===== config.mk =====
export PLATFORM = sky130hd
export DESIGN_NAME = overwriting_ring_queue
export DESIGN_NICKNAME = d
export VERILOG_FILES = /design/src/hdl/ort_pkg.sv /design/src/hdl/ort_ram.sv /design/src/hdl/ort_ctrl.sv /design/src/hdl/ort_datapath.sv /design/src/hdl/overwriting_ring_queue.sv
export SDC_FILE = /design/constraint.sdc
export NUM_CORES = 1
export LEC_CHECK = 0
export BUFFER_PORTS_ARGS = -buffer_cell sky130_fd_sc_hd__buf_2
export CAP_MARGIN = 20
export CORE_MARGIN = 4
export CORE_UTILIZATION = 55
export CTS_CLUSTER_SIZE = 40
export DETAILED_ROUTE_END_ITERATION = 8
export GPL_TIMING_DRIVEN = 1
export PLACE_DENSITY = 0.73
export SYNTH_ARGS = -nofsm -noshare
export SYNTH_HDL_FRONTEND = slang
export SYNTH_SLANG_ARGS = --single-unit

===== constraint.sdc =====
create_clock -name clk -period 5.1 [get_ports clk]
set_clock_uncertainty 0.05 [all_clocks]
set_input_delay 0.255 -clock clk [delete_from_list [all_inputs] [get_ports clk]]
set_output_delay 0.255 -clock clk [all_outputs]
set_load 0.03 [all_outputs]

===== src/hdl/ort_pkg.sv =====
// Shared types and constants for the overwriting ring queue.
package ort_pkg;

    // Queue geometry; the capacity must be a power of two so that indices wrap by truncation.
    localparam int DEPTH      = 8;
    localparam int DATA_WIDTH = 32;
    localparam int PTR_W      = $clog2(DEPTH);
    localparam int CNT_W      = 4;
    localparam int POS_W      = 3;

    // Command codes carried by each input beat.
    typedef enum logic [1:0] {
        CMD_PUSH = 2'd0,
        CMD_POP  = 2'd1,
        CMD_READ = 2'd2,
        CMD_RSVD = 2'd3
    } cmd_t;

    // Input beat payload.
    typedef struct packed {
        cmd_t                  cmd;
        logic [DATA_WIDTH-1:0] value;
        logic [POS_W-1:0]      position;
    } in_beat_t;

    // Result beat payload.
    typedef struct packed {
        logic [DATA_WIDTH-1:0] read_data;
        logic [CNT_W-1:0]      fill_count;
        logic                  was_empty;
        logic                  overwrote_oldest;
        logic                  bad_position;
    } out_beat_t;

    // Controller states.
    typedef enum logic [1:0] {
        ST_IDLE,
        ST_READ,
        ST_SEND
    } state_t;

    // Commands from the controller to the datapath.
    typedef struct packed {
        logic take;
        logic load_read;
    } ctl_t;

    // Status from the datapath to the controller.
    typedef struct packed {
        logic is_read;
    } sts_t;

endpackage


===== src/hdl/ort_ram.sv =====
// Generic single-write, single-read RAM with a registered read port.
module ort_ram #(
    parameter int WIDTH = 32,
    parameter int DEPTH = 8
) (
    input  logic                     clk,
    input  logic                     we,
    input  logic [$clog2(DEPTH)-1:0] waddr,
    input  logic [WIDTH-1:0]         wdata,
    input  logic                     re,
    input  logic [$clog2(DEPTH)-1:0] raddr,
    output logic [WIDTH-1:0]         rdata
);

    logic [WIDTH-1:0] mem [DEPTH];

    // Write port and registered read port.
    always_ff @(posedge clk)
    begin
        if (we)
        begin
            mem[waddr] <= wdata;
        end
        if (re)
        begin
            rdata <= mem[raddr];
        end
    end

endmodule


===== src/hdl/ort_ctrl.sv =====
// Controller state machine for the overwriting ring queue.
module ort_ctrl (
    input  logic          clk,
    input  logic          rst_n,
    input  logic          in_valid,
    output logic          in_ready,
    output logic          out_valid,
    input  logic          out_ready,
    input  ort_pkg::sts_t sts,
    output ort_pkg::ctl_t ctl
);

    import ort_pkg::*;

    state_t state_reg;
    state_t state_next;
    logic   take;

    // A beat can be taken when nothing is pending or the pending result leaves now.
    assign take = in_valid && in_ready;

    // State register.
    always_ff @(posedge clk or negedge rst_n)
    begin
        if (!rst_n)
        begin
            state_reg <= ST_IDLE;
        end
        else
        begin
            state_reg <= state_next;
        end
    end

    // Next-state logic.
    always_comb
    begin
        state_next = state_reg;
        unique case (state_reg)
            ST_IDLE:
            begin
                if (take)
                begin
                    state_next = sts.is_read ? ST_READ : ST_SEND;
                end
            end
            ST_READ:
            begin
                state_next = ST_SEND;
            end
            ST_SEND:
            begin
                if (out_ready)
                begin
                    if (take)
                    begin
                        state_next = sts.is_read ? ST_READ : ST_SEND;
                    end
                    else
                    begin
                        state_next = ST_IDLE;
                    end
                end
            end
            default:
            begin
                state_next = ST_IDLE;
            end
        endcase
    end

    // Output logic.
    always_comb
    begin
        in_ready      = 1'b0;
        out_valid     = 1'b0;
        ctl.load_read = 1'b0;
        unique case (state_reg)
            ST_IDLE:
            begin
                in_ready = 1'b1;
            end
            ST_READ:
            begin
                ctl.load_read = 1'b1;
            end
            ST_SEND:
            begin
                out_valid = 1'b1;
                in_ready  = out_ready;
            end
            default:
            begin
                in_ready = 1'b0;
            end
        endcase
        ctl.take = in_valid && in_ready;
    end

    // No beat is taken while a read waits on the memory.
    a_no_take_in_read: assert property (@(posedge clk) disable iff (!rst_n)
        (state_reg == ST_READ) |-> !in_ready)
        else $error("input taken during memory read");

    // A taken read always goes through the memory wait state.
    a_read_waits: assert property (@(posedge clk) disable iff (!rst_n)
        (take && sts.is_read) |=> (state_reg == ST_READ))
        else $error("read did not wait for memory data");

    // The memory wait state always leads to a result.
    a_read_sends: assert property (@(posedge clk) disable iff (!rst_n)
        (state_reg == ST_READ) |=> (state_reg == ST_SEND))
        else $error("read result not presented");

endmodule


===== src/hdl/ort_datapath.sv =====
// Datapath of the overwriting ring queue: pointers, slot memory and result register.
module ort_datapath (
    input  logic              clk,
    input  logic              rst_n,
    input  ort_pkg::in_beat_t in_data,
    input  ort_pkg::ctl_t     ctl,
    output ort_pkg::sts_t     sts,
    output ort_pkg::out_beat_t out_data
);

    import ort_pkg::*;

    localparam logic [CNT_W-1:0] FULL = CNT_W'(DEPTH);

    logic [PTR_W-1:0]      head_reg;
    logic [PTR_W-1:0]      head_next;
    logic [CNT_W-1:0]      count_reg;
    logic [CNT_W-1:0]      count_next;
    logic                  rd_ok_reg;
    logic                  rd_ok_next;
    out_beat_t             res_reg;
    out_beat_t             res_next;
    logic                  we;
    logic                  re;
    logic [PTR_W-1:0]      waddr;
    logic [PTR_W-1:0]      raddr;
    logic [DATA_WIDTH-1:0] rdata;

    assign sts.is_read = (in_data.cmd == CMD_READ);

    // Slot addresses: back of the queue for push, offset from the front for read.
    assign waddr = head_reg + count_reg[PTR_W-1:0];
    assign raddr = head_reg + in_data.position[PTR_W-1:0];

    // Command decode and pointer update for the beat being taken.
    always_comb
    begin
        head_next  = head_reg;
        count_next = count_reg;
        rd_ok_next = rd_ok_reg;
        we         = 1'b0;
        re         = 1'b0;
        res_next   = res_reg;
        if (ctl.take)
        begin
            res_next = '0;
            unique case (in_data.cmd)
                CMD_PUSH:
                begin
                    we = 1'b1;
                    if (count_reg == FULL)
                    begin
                        head_next                 = head_reg + PTR_W'(1);
                        res_next.overwrote_oldest = 1'b1;
                    end
                    else
                    begin
                        count_next = count_reg + CNT_W'(1);
                    end
                end
                CMD_POP:
                begin
                    if (count_reg == '0)
                    begin
                        res_next.was_empty = 1'b1;
                    end
                    else
                    begin
                        head_next  = head_reg + PTR_W'(1);
                        count_next = count_reg - CNT_W'(1);
                    end
                end
                CMD_READ:
                begin
                    re         = 1'b1;
                    rd_ok_next = ({1'b0, in_data.position} < count_reg);
                end
                CMD_RSVD:
                begin
                    res_next = '0;
                end
                default:
                begin
                    res_next = '0;
                end
            endcase
            res_next.fill_count = count_next;
        end
        else if (ctl.load_read)
        begin
            // Memory data arrives from the registered read port in the cycle after the read was issued.
            res_next.read_data        = rd_ok_reg ? rdata : '0;
            res_next.fill_count       = count_reg;
            res_next.was_empty        = 1'b0;
            res_next.overwrote_oldest = 1'b0;
            res_next.bad_position     = !rd_ok_reg;
        end
    end

    // Pointer and count registers.
    always_ff @(posedge clk or negedge rst_n)
    begin
        if (!rst_n)
        begin
            head_reg  <= '0;
            count_reg <= '0;
        end
        else
        begin
            head_reg  <= head_next;
            count_reg <= count_next;
        end
    end

    // Result register and pending read status.
    always_ff @(posedge clk)
    begin
        res_reg   <= res_next;
        rd_ok_reg <= rd_ok_next;
    end

    assign out_data = res_reg;

    // Slot storage.
    ort_ram #(
        .WIDTH (DATA_WIDTH),
        .DEPTH (DEPTH)
    ) u_slots (
        .clk   (clk),
        .we    (we),
        .waddr (waddr),
        .wdata (in_data.value),
        .re    (re),
        .raddr (raddr),
        .rdata (rdata)
    );

    // The count never exceeds the capacity.
    a_count_bound: assert property (@(posedge clk) disable iff (!rst_n)
        count_reg <= FULL)
        else $error("fill count above capacity");

    // An overwriting push leaves the queue full.
    a_overwrite_full: assert property (@(posedge clk) disable iff (!rst_n)
        (ctl.take && (in_data.cmd == CMD_PUSH) && (count_reg == FULL))
            |=> (count_reg == FULL) && res_reg.overwrote_oldest)
        else $error("overwrite did not keep queue full");

    // A read outside the held entries reports zero data and the flag.
    a_bad_read_zero: assert property (@(posedge clk) disable iff (!rst_n)
        (ctl.load_read && !rd_ok_reg)
            |=> (res_reg.read_data == '0) && res_reg.bad_position)
        else $error("out-of-range read returned data");

endmodule


===== src/hdl/overwriting_ring_queue.sv =====
// Top level of the overwriting ring queue.
//
// The queue holds up to eight 32-bit words. Each input beat on the in channel
// carries a command (push, pop, or read at an offset from the oldest entry)
// and every command gives exactly one result beat on the out channel, with
// the data read, the fill count after the command and three status flags.
// A push into a full queue replaces the oldest word and flags this.
//
// Both channels use valid and ready. For push, pop and the reserved code the
// result is in the output register on the cycle after the beat is taken,
// and with the receiver ready such commands run at one per cycle. A read
// goes through the registered read port of the slot memory and a wait
// state, during which no new input beat is taken.
//
// While a result waits, the next input beat is taken in the same cycle that
// the result leaves; a receiver that stalls holds the input off. Reset clears
// the head pointer and the fill count at once; slot contents are not cleared
// and no word is ever read back before it was written.
module overwriting_ring_queue (
    input  logic               clk,
    input  logic               rst_n,
    input  logic               in_valid,
    output logic               in_ready,
    input  ort_pkg::in_beat_t  in_data,
    output logic               out_valid,
    input  logic               out_ready,
    output ort_pkg::out_beat_t out_data
);

    import ort_pkg::*;

    ctl_t ctl;
    sts_t sts;

    // Sequencing of beats.
    ort_ctrl u_ctrl (
        .clk       (clk),
        .rst_n     (rst_n),
        .in_valid  (in_valid),
        .in_ready  (in_ready),
        .out_valid (out_valid),
        .out_ready (out_ready),
        .sts       (sts),
        .ctl       (ctl)
    );

    // Storage, pointers and results.
    ort_datapath u_datapath (
        .clk      (clk),
        .rst_n    (rst_n),
        .in_data  (in_data),
        .ctl      (ctl),
        .sts      (sts),
        .out_data (out_data)
    );

endmodule

==> impl_metrics.json, run 1 <==
{
  "cpMostUsedCell": "xnor2_1",
  "setup_viol": 0,
  "critPathCaptureType": "flip-flop",
  "synth_area_leaders": "edfxtp_1 68%, mux4_2 11%, dfxtp_1 5.1%",
  "synthTopCellsByCount": "295 x edfxtp_1, 64 x mux4_2, 43 x nand3_1",
  "antenna_found_initial": 0,
  "yosysWarningCount": 0,
  "fin_crit_sh": 0.671,
  "p_leak_nw": 5.33,
  "power_mw": 8.38,
  "slew_viol_final": 0,
  "ios": 82,
  "clkTransAtPathRegs_ns": 0.06,
  "die_w_um": 162,
  "cts_root_buffer": "clkbuf_16",
  "grt_pass1_wl_mm": 40.5,
  "area_growth_pct": 18.6,
  "avgViaCountPerCell": 5.80,
  "yosysSeqAreaShare": 0.750,
  "synthCells": 665,
  "place.gp.congestion": 0.766,
  "clock.fmax_mhz": 292,
  "cts-buffers-inserted": 34,
  "firstDrtPassIters": 6,
  "vdd_drop_max_mv": 0.346,
  "drtIter0Drc": 642,
  "n_antenna_cell": 0,
  "nets": 850,
  "ctsResizeCount": 0,
  "cts_buffer_depth": 3,
  "vias": 6610,
  "start_kind": "flip-flop",
  "cp.required_ns": 5.26,
  "syn_area_um2": 13000,
  "die_y_um": 162,
  "cp_max_fo": 23,
  "cp_num_buf_inv": 2,
  "crit_type": "flip-flop to flip-flop",
  "synth_fp_nets": 715,
  "hpwl_mm": 14.8,
  "place_ws_ns": 1.68,
  "drive_above_1_share": 0.320,
  "yosys.area.top_type": "edfxtp_1",
  "slew_headroom": 0.410,
  "async_flop_share": 0.0267,
  "outcome": "completed",
  "ys_seq_elements": 337,
  "port_buffers": 81,
  "grt_usage": 0.203,
  "synth_most_common_cell": "edfxtp_1",
  "critPathSlowestCell": "nor2_4",
  "hold_viol": 0,
  "synth.distinct_cells": 43,
  "synth-main-ff-cell": "edfxtp_1",
  "syn_area_per_cell_um2": 19.5,
  "nFillCells": 1483,
  "path_delay_family": "simple AND/OR/NAND/NOR gates",
  "grt_pass1_vias": 6866,
  "coreArea_um2": 22900,
  "rsz0062_at_grt": "false",
  "cp.arrival_ns": 3.58,
  "maxCapViolations": 0,
  "tritoncts": "yes",
  "worstMarginPinSlew_ns": 0.880,
  "synth_top_area_frac": 0.682,
  "synth_edf_count": 295,
  "fin_tns_setup_ns": 0,
  "fin_crit_ns": 3.42,
  "setup_ws_ns": 1.68,
  "drc": 0,
  "largest_reg_flops": 256,
  "multi_input_area_um2": 3130,
  "routed_wirelength_mm": 26.0,
  "p_per_area_nw_per_um2": 544,
  "critPathMaxStageDelay_ns": 0.70,
  "ant_nets": 0,
  "dieArea_um2": 26100,
  "htree_levels": 2,
  "clock_sinks": 337,
  "cp_cell_sequence": "ha_1 > inv_1 > fa_1 > xnor2_1 > xnor2_1 > nand2_1 > nor2_4 > buf_4",
  "hold_path.class": "input pin to flip-flop",
  "regMostFlops": "u_datapath.u_slots.mem",
  "wl_per_cell_um": 22.8,
  "grt-ovfl-total": 0,
  "floorplan.initialDensity": 0.567,
  "seq_area_um2": 9740,
  "clock_latency_ns": 0.52,
  "rows": 55,
  "grt_max_degree": 41
}
[final cells by class]
type,instances,share of cell area
sequential,337,0.632
multi-input combinational,285,0.203
timing repair buffer,135,0.0630
clock buffer,42,0.0605
tap,313,0.0254
inverter,7,0.00171
clock inverter,20,0.0141
[cells in the final DEF (no fill, tap or decap), types with 8 or more instances in the layout]
master and instances:
a21oi_1 26, buf_2 81, buf_4 16, clkbuf_16 35, clkinv_1 9, dfrtp_1 9
dfxtp_1 33, dlygate4sd3_1 33, edfxtp_1 295, mux2_4 30, mux4_2 64, nand2_1 38
nand3_1 43, o21ai_0 8
[cells by family after synthesis]
logic type,count (synthesis),synth area share
simple gates,121,0.0469
compound gates,47,0.0210
xor+xnor,9,0.00665
mux,99,0.150
flops,337,0.750
fa+ha+maj,9,0.00982
buf+inv,43,0.0157
[tightest hold or removal path, cell delays in order]
cell and delay (ns):
buf_2 0.11, a21oi_1 0.06, o21ai_0 0.13
[layer usage]
layer	GRT usage	wire length, um	vias to the layer above
li1	-	-	2932
met1	0.289	10800	3395
met2	0.335	13000	233
met3	0.0332	1580	50
met4	0.0573	592	0
met5	0	0	-
[repair_timing]
action,4_1_cts,5_1_grt
setup buffers,0,0
hold endpoints to repair,265,0
hold buffers,33,0
[report_power, final]
part	switching [mW]	total, mW	internal [mW]
registers	0.102	3.41	3.31
logic	1.14	2.45	1.31
clock network	1.01	2.52	1.51
total	2.25	8.38	6.13
[worst paths after layout]
check                                        start                       endpoint  slack, ns  cells after the start
max                        u_datapath.count_reg[0]  u_datapath.u_slots.mem[1][14]       1.68                      8
min                                       in_valid            u_ctrl.state_reg[1]       0.04                      3
min reg2reg                 u_datapath.out_data[8]         u_datapath.out_data[8]       0.40                      2
max in group asynchronous                    rst_n         u_datapath.head_reg[2]       4.68                      2
min in group asynchronous                    rst_n        u_datapath.count_reg[1]       0.11                      2
max reg2reg                u_datapath.count_reg[0]  u_datapath.u_slots.mem[1][14]       1.68                      8
[metrics by stage]
step	area, um^2	util	hold WS [ns]	cells
after detailed placement	13900	0.607	0.0800	1043
after global placement	13800	0.603	0.0765	1039
after floorplan	13000	-	-0.0906	665
final	15400	0.672	0.0404	1139
after CTS	15400	0.672	0.0303	1138
after global routing	15400	0.672	0.0703	1139
Power figures use the tool's default switching activity.
==> run 2, diff against run 1 <==
ABC_AREA = 1   (was default)
CORE_UTILIZATION = 54   (was 55)
PLACE_DENSITY = 0.75   (was 0.73)
clock period = 3.1 ns   (was 5.1 ns; I/O delays follow)
==> impl_metrics.json, run 2 <==
{
  "layout_common_cells": "295 x edfxtp_1, 206 x nor2_1, 173 x o21ai_0",
  "outcome": "completed",
  "setup_viol": 0,
  "ys_seq_elements": 337,
  "wl_per_cell_um": 18.6,
  "syn_area_per_cell_um2": 11.9,
  "tritoncts": "yes",
  "grt_max_degree": 129,
  "cp.required_ns": 3.31,
  "vdd_drop_max_mv": 0.480,
  "vias": 8803,
  "grt-ovfl-total": 0,
  "area_growth_pct": 17.0,
  "rows": 57,
  "hpwl_mm": 15.6,
  "critPathSlowestCell": "fa_4",
  "slew_headroom": 0.326,
  "grt.busiest_layer": "met2",
  "synth_area_leaders": "edfxtp_1 67%, o21ai_0 6.5%, nor2_1 6.1%",
  "yosysWarningCount": 0,
  "critPathCaptureType": "flip-flop",
  "die_w_um": 165,
  "hold_viol": 0,
  "floorplan.initialDensity": 0.548,
  "async_flop_share": 0.0267,
  "post_cts_buffers": 0,
  "clock.fmax_mhz": 378,
  "grt_pass1_wl_mm": 45.4,
  "p_per_area_nw_per_um2": 882,
  "die_y_um": 165,
  "cts-buffers-inserted": 34,
  "clock_sinks": 337,
  "place.gp.congestion": 0.848,
  "synth_fp_nets": 1167,
  "fin_tns_setup_ns": 0,
  "dieArea_um2": 27200,
  "grt_util_met2": 0.350,
  "final_cell_area_um2": 15600,
  "avgViaCountPerCell": 5.59,
  "ant_nets": 0,
  "crit_type": "flip-flop to flip-flop",
  "cp_max_fo": 38,
  "placed_area_um2": 14100,
  "ios": 82,
  "start_kind": "flip-flop",
  "drtIter0Drc": 912,
  "nets": 1275,
  "synthTopCellsByCount": "295 x edfxtp_1, 215 x nor2_1, 173 x o21ai_0",
  "critPathMaxStageDelay_ns": 0.91,
  "slew_viol_final": 0,
  "maxCapViolations": 0,
  "synth_edf_count": 295,
  "p_leak_nw": 5.60,
  "regMostFlops": "u_datapath.u_slots.mem",
  "yosys.area.top_type": "edfxtp_1",
  "drc": 0,
  "synth-main-ff-cell": "edfxtp_1",
  "cp.arrival_ns": 2.85,
  "coreArea_um2": 24200,
  "syn_area_um2": 13300,
  "synth_top_area_frac": 0.666,
  "hold_path.class": "input pin to flip-flop",
  "cts_buffer_depth": 3,
  "firstDrtPassIters": 5,
  "worstMarginPinSlew_ns": 1.00,
  "grt_use_met3": 0.0444,
  "synthCells": 1117,
  "grt_usage": 0.216,
  "grtUsageMet1": 0.299,
  "port_buffers": 81,
  "cp_cell_sequence": "ha_4 > fa_4 > buf_12 > nor2_1 > o21ai_0 > o21ai_0 > nand2_1 > nand2_1",
  "fin_crit_sh": 0.853,
  "yosysSeqAreaShare": 0.733,
  "clock_latency_ns": 0.51,
  "synth_most_common_cell": "edfxtp_1",
  "antenna_found_initial": 3,
  "rsz0062_at_grt": "false",
  "clkTransAtPathRegs_ns": 0.06,
  "htree_levels": 2,
  "fin_crit_ns": 2.64,
  "drive_above_1_share": 0.133,
  "routed_wirelength_mm": 29.3,
  "cts_root_buffer": "clkbuf_16",
  "grt_pass1_vias": 8262,
  "largest_reg_flops": 256,
  "layout_commonest_cell": "edfxtp_1",
  "synth.distinct_cells": 27
}
run 2: logic make-up (layout without fill, tap and decap cells):
| kind of cell | after synthesis | in the layout | synth area share |
|---|---|---|---|
| compound gates | 229 | 229 | 0.0871 |
| fa+ha+maj | 9 | 9 | 0.00960 |
| flops | 337 | 337 | 0.733 |
| xor+xnor | 6 | 6 | 0.00395 |
| other cells | 0 | 2 | 0 |
| buf+inv | 94 | 227 | 0.0320 |
| simple gates | 442 | 442 | 0.134 |
run 2: path summary, 6_finish.rpt:
check                                         from                      endpoint  slack, ns  cells after the start
setup / recovery            u_datapath.head_reg[0]  u_datapath.u_slots.rdata[29]       0.46                      8
hold / removal                         in_data[36]        u_datapath.head_reg[0]       0.03                      4
setup reg to reg            u_datapath.head_reg[0]  u_datapath.u_slots.rdata[29]       0.46                      8
hold reg to reg            u_datapath.out_data[32]       u_datapath.out_data[32]       0.41                      2
max in group asynchronous                    rst_n       u_datapath.count_reg[3]       2.03                      3
min in group asynchronous                    rst_n        u_datapath.head_reg[0]       0.63                      3
run 2: per-layer routing:
| metal | up-vias | share of wire |
|---|---|---|
| met5 | - | 0.00024 |
| met4 | 2 | 0.025 |
| met3 | 73 | 0.083 |
| met2 | 370 | 0.47 |
| met1 | 4201 | 0.42 |
| li1 | 4157 | - |
run 2: what timing repair did:
item | CTS | global route
resized for setup | 0 | 0
hold buffers | 36 | 0
endpoints found under the setup margin | 0 | 0
hold endpoints to repair | 267 | 0
run 2: area by class of cell:
cell class | count | area (um^2)
inverters | 23 | 86.3
diodes | 2 | 5.00
clock buffers | 48 | 927
multi-input cells | 686 | 3210
clock inverters | 13 | 91.3
flip-flops and latches | 337 | 9740
repair buffers | 143 | 1080
fillers | 1780 | 8690
well taps | 324 | 405
run 2: report_power, final:
part | switching (mW) | leakage (nW) | internal [mW] | total [mW]
Clock | 1.58 | 0.501 | 2.17 | 3.76
Sequential | 0.176 | 3.05 | 5.43 | 5.61
Combinational | 2.93 | 2.05 | 1.42 | 4.36
Total | 4.70 | 5.60 | 9.03 | 13.7
run 2: worst max-delay path: cells and delay by family (launching register included):
kind                       cells  cell delay (ns)
AOI/OAI and AO/OA              2             0.29
adders and majority gates      2             1.10
buffers and inverters          1             0.23
DFF                            1             0.45
and+or+nand+nor                3             0.25
run 2: through the flow:
stage               hold WS, ns  worst slack [ns]  power [mW]  utilization  instances
detailed placement      -0.0191             0.586        9.94        0.583       1476
global placement        -0.0208             0.634        9.77        0.583       1476
CTS                      0.0170             0.508        13.8        0.640       1573
floorplan                -0.191            -0.128        8.76            -       1117
global route             0.0423             0.398        14.6        0.641       1576
finish                   0.0314             0.456        13.7        0.641       1576
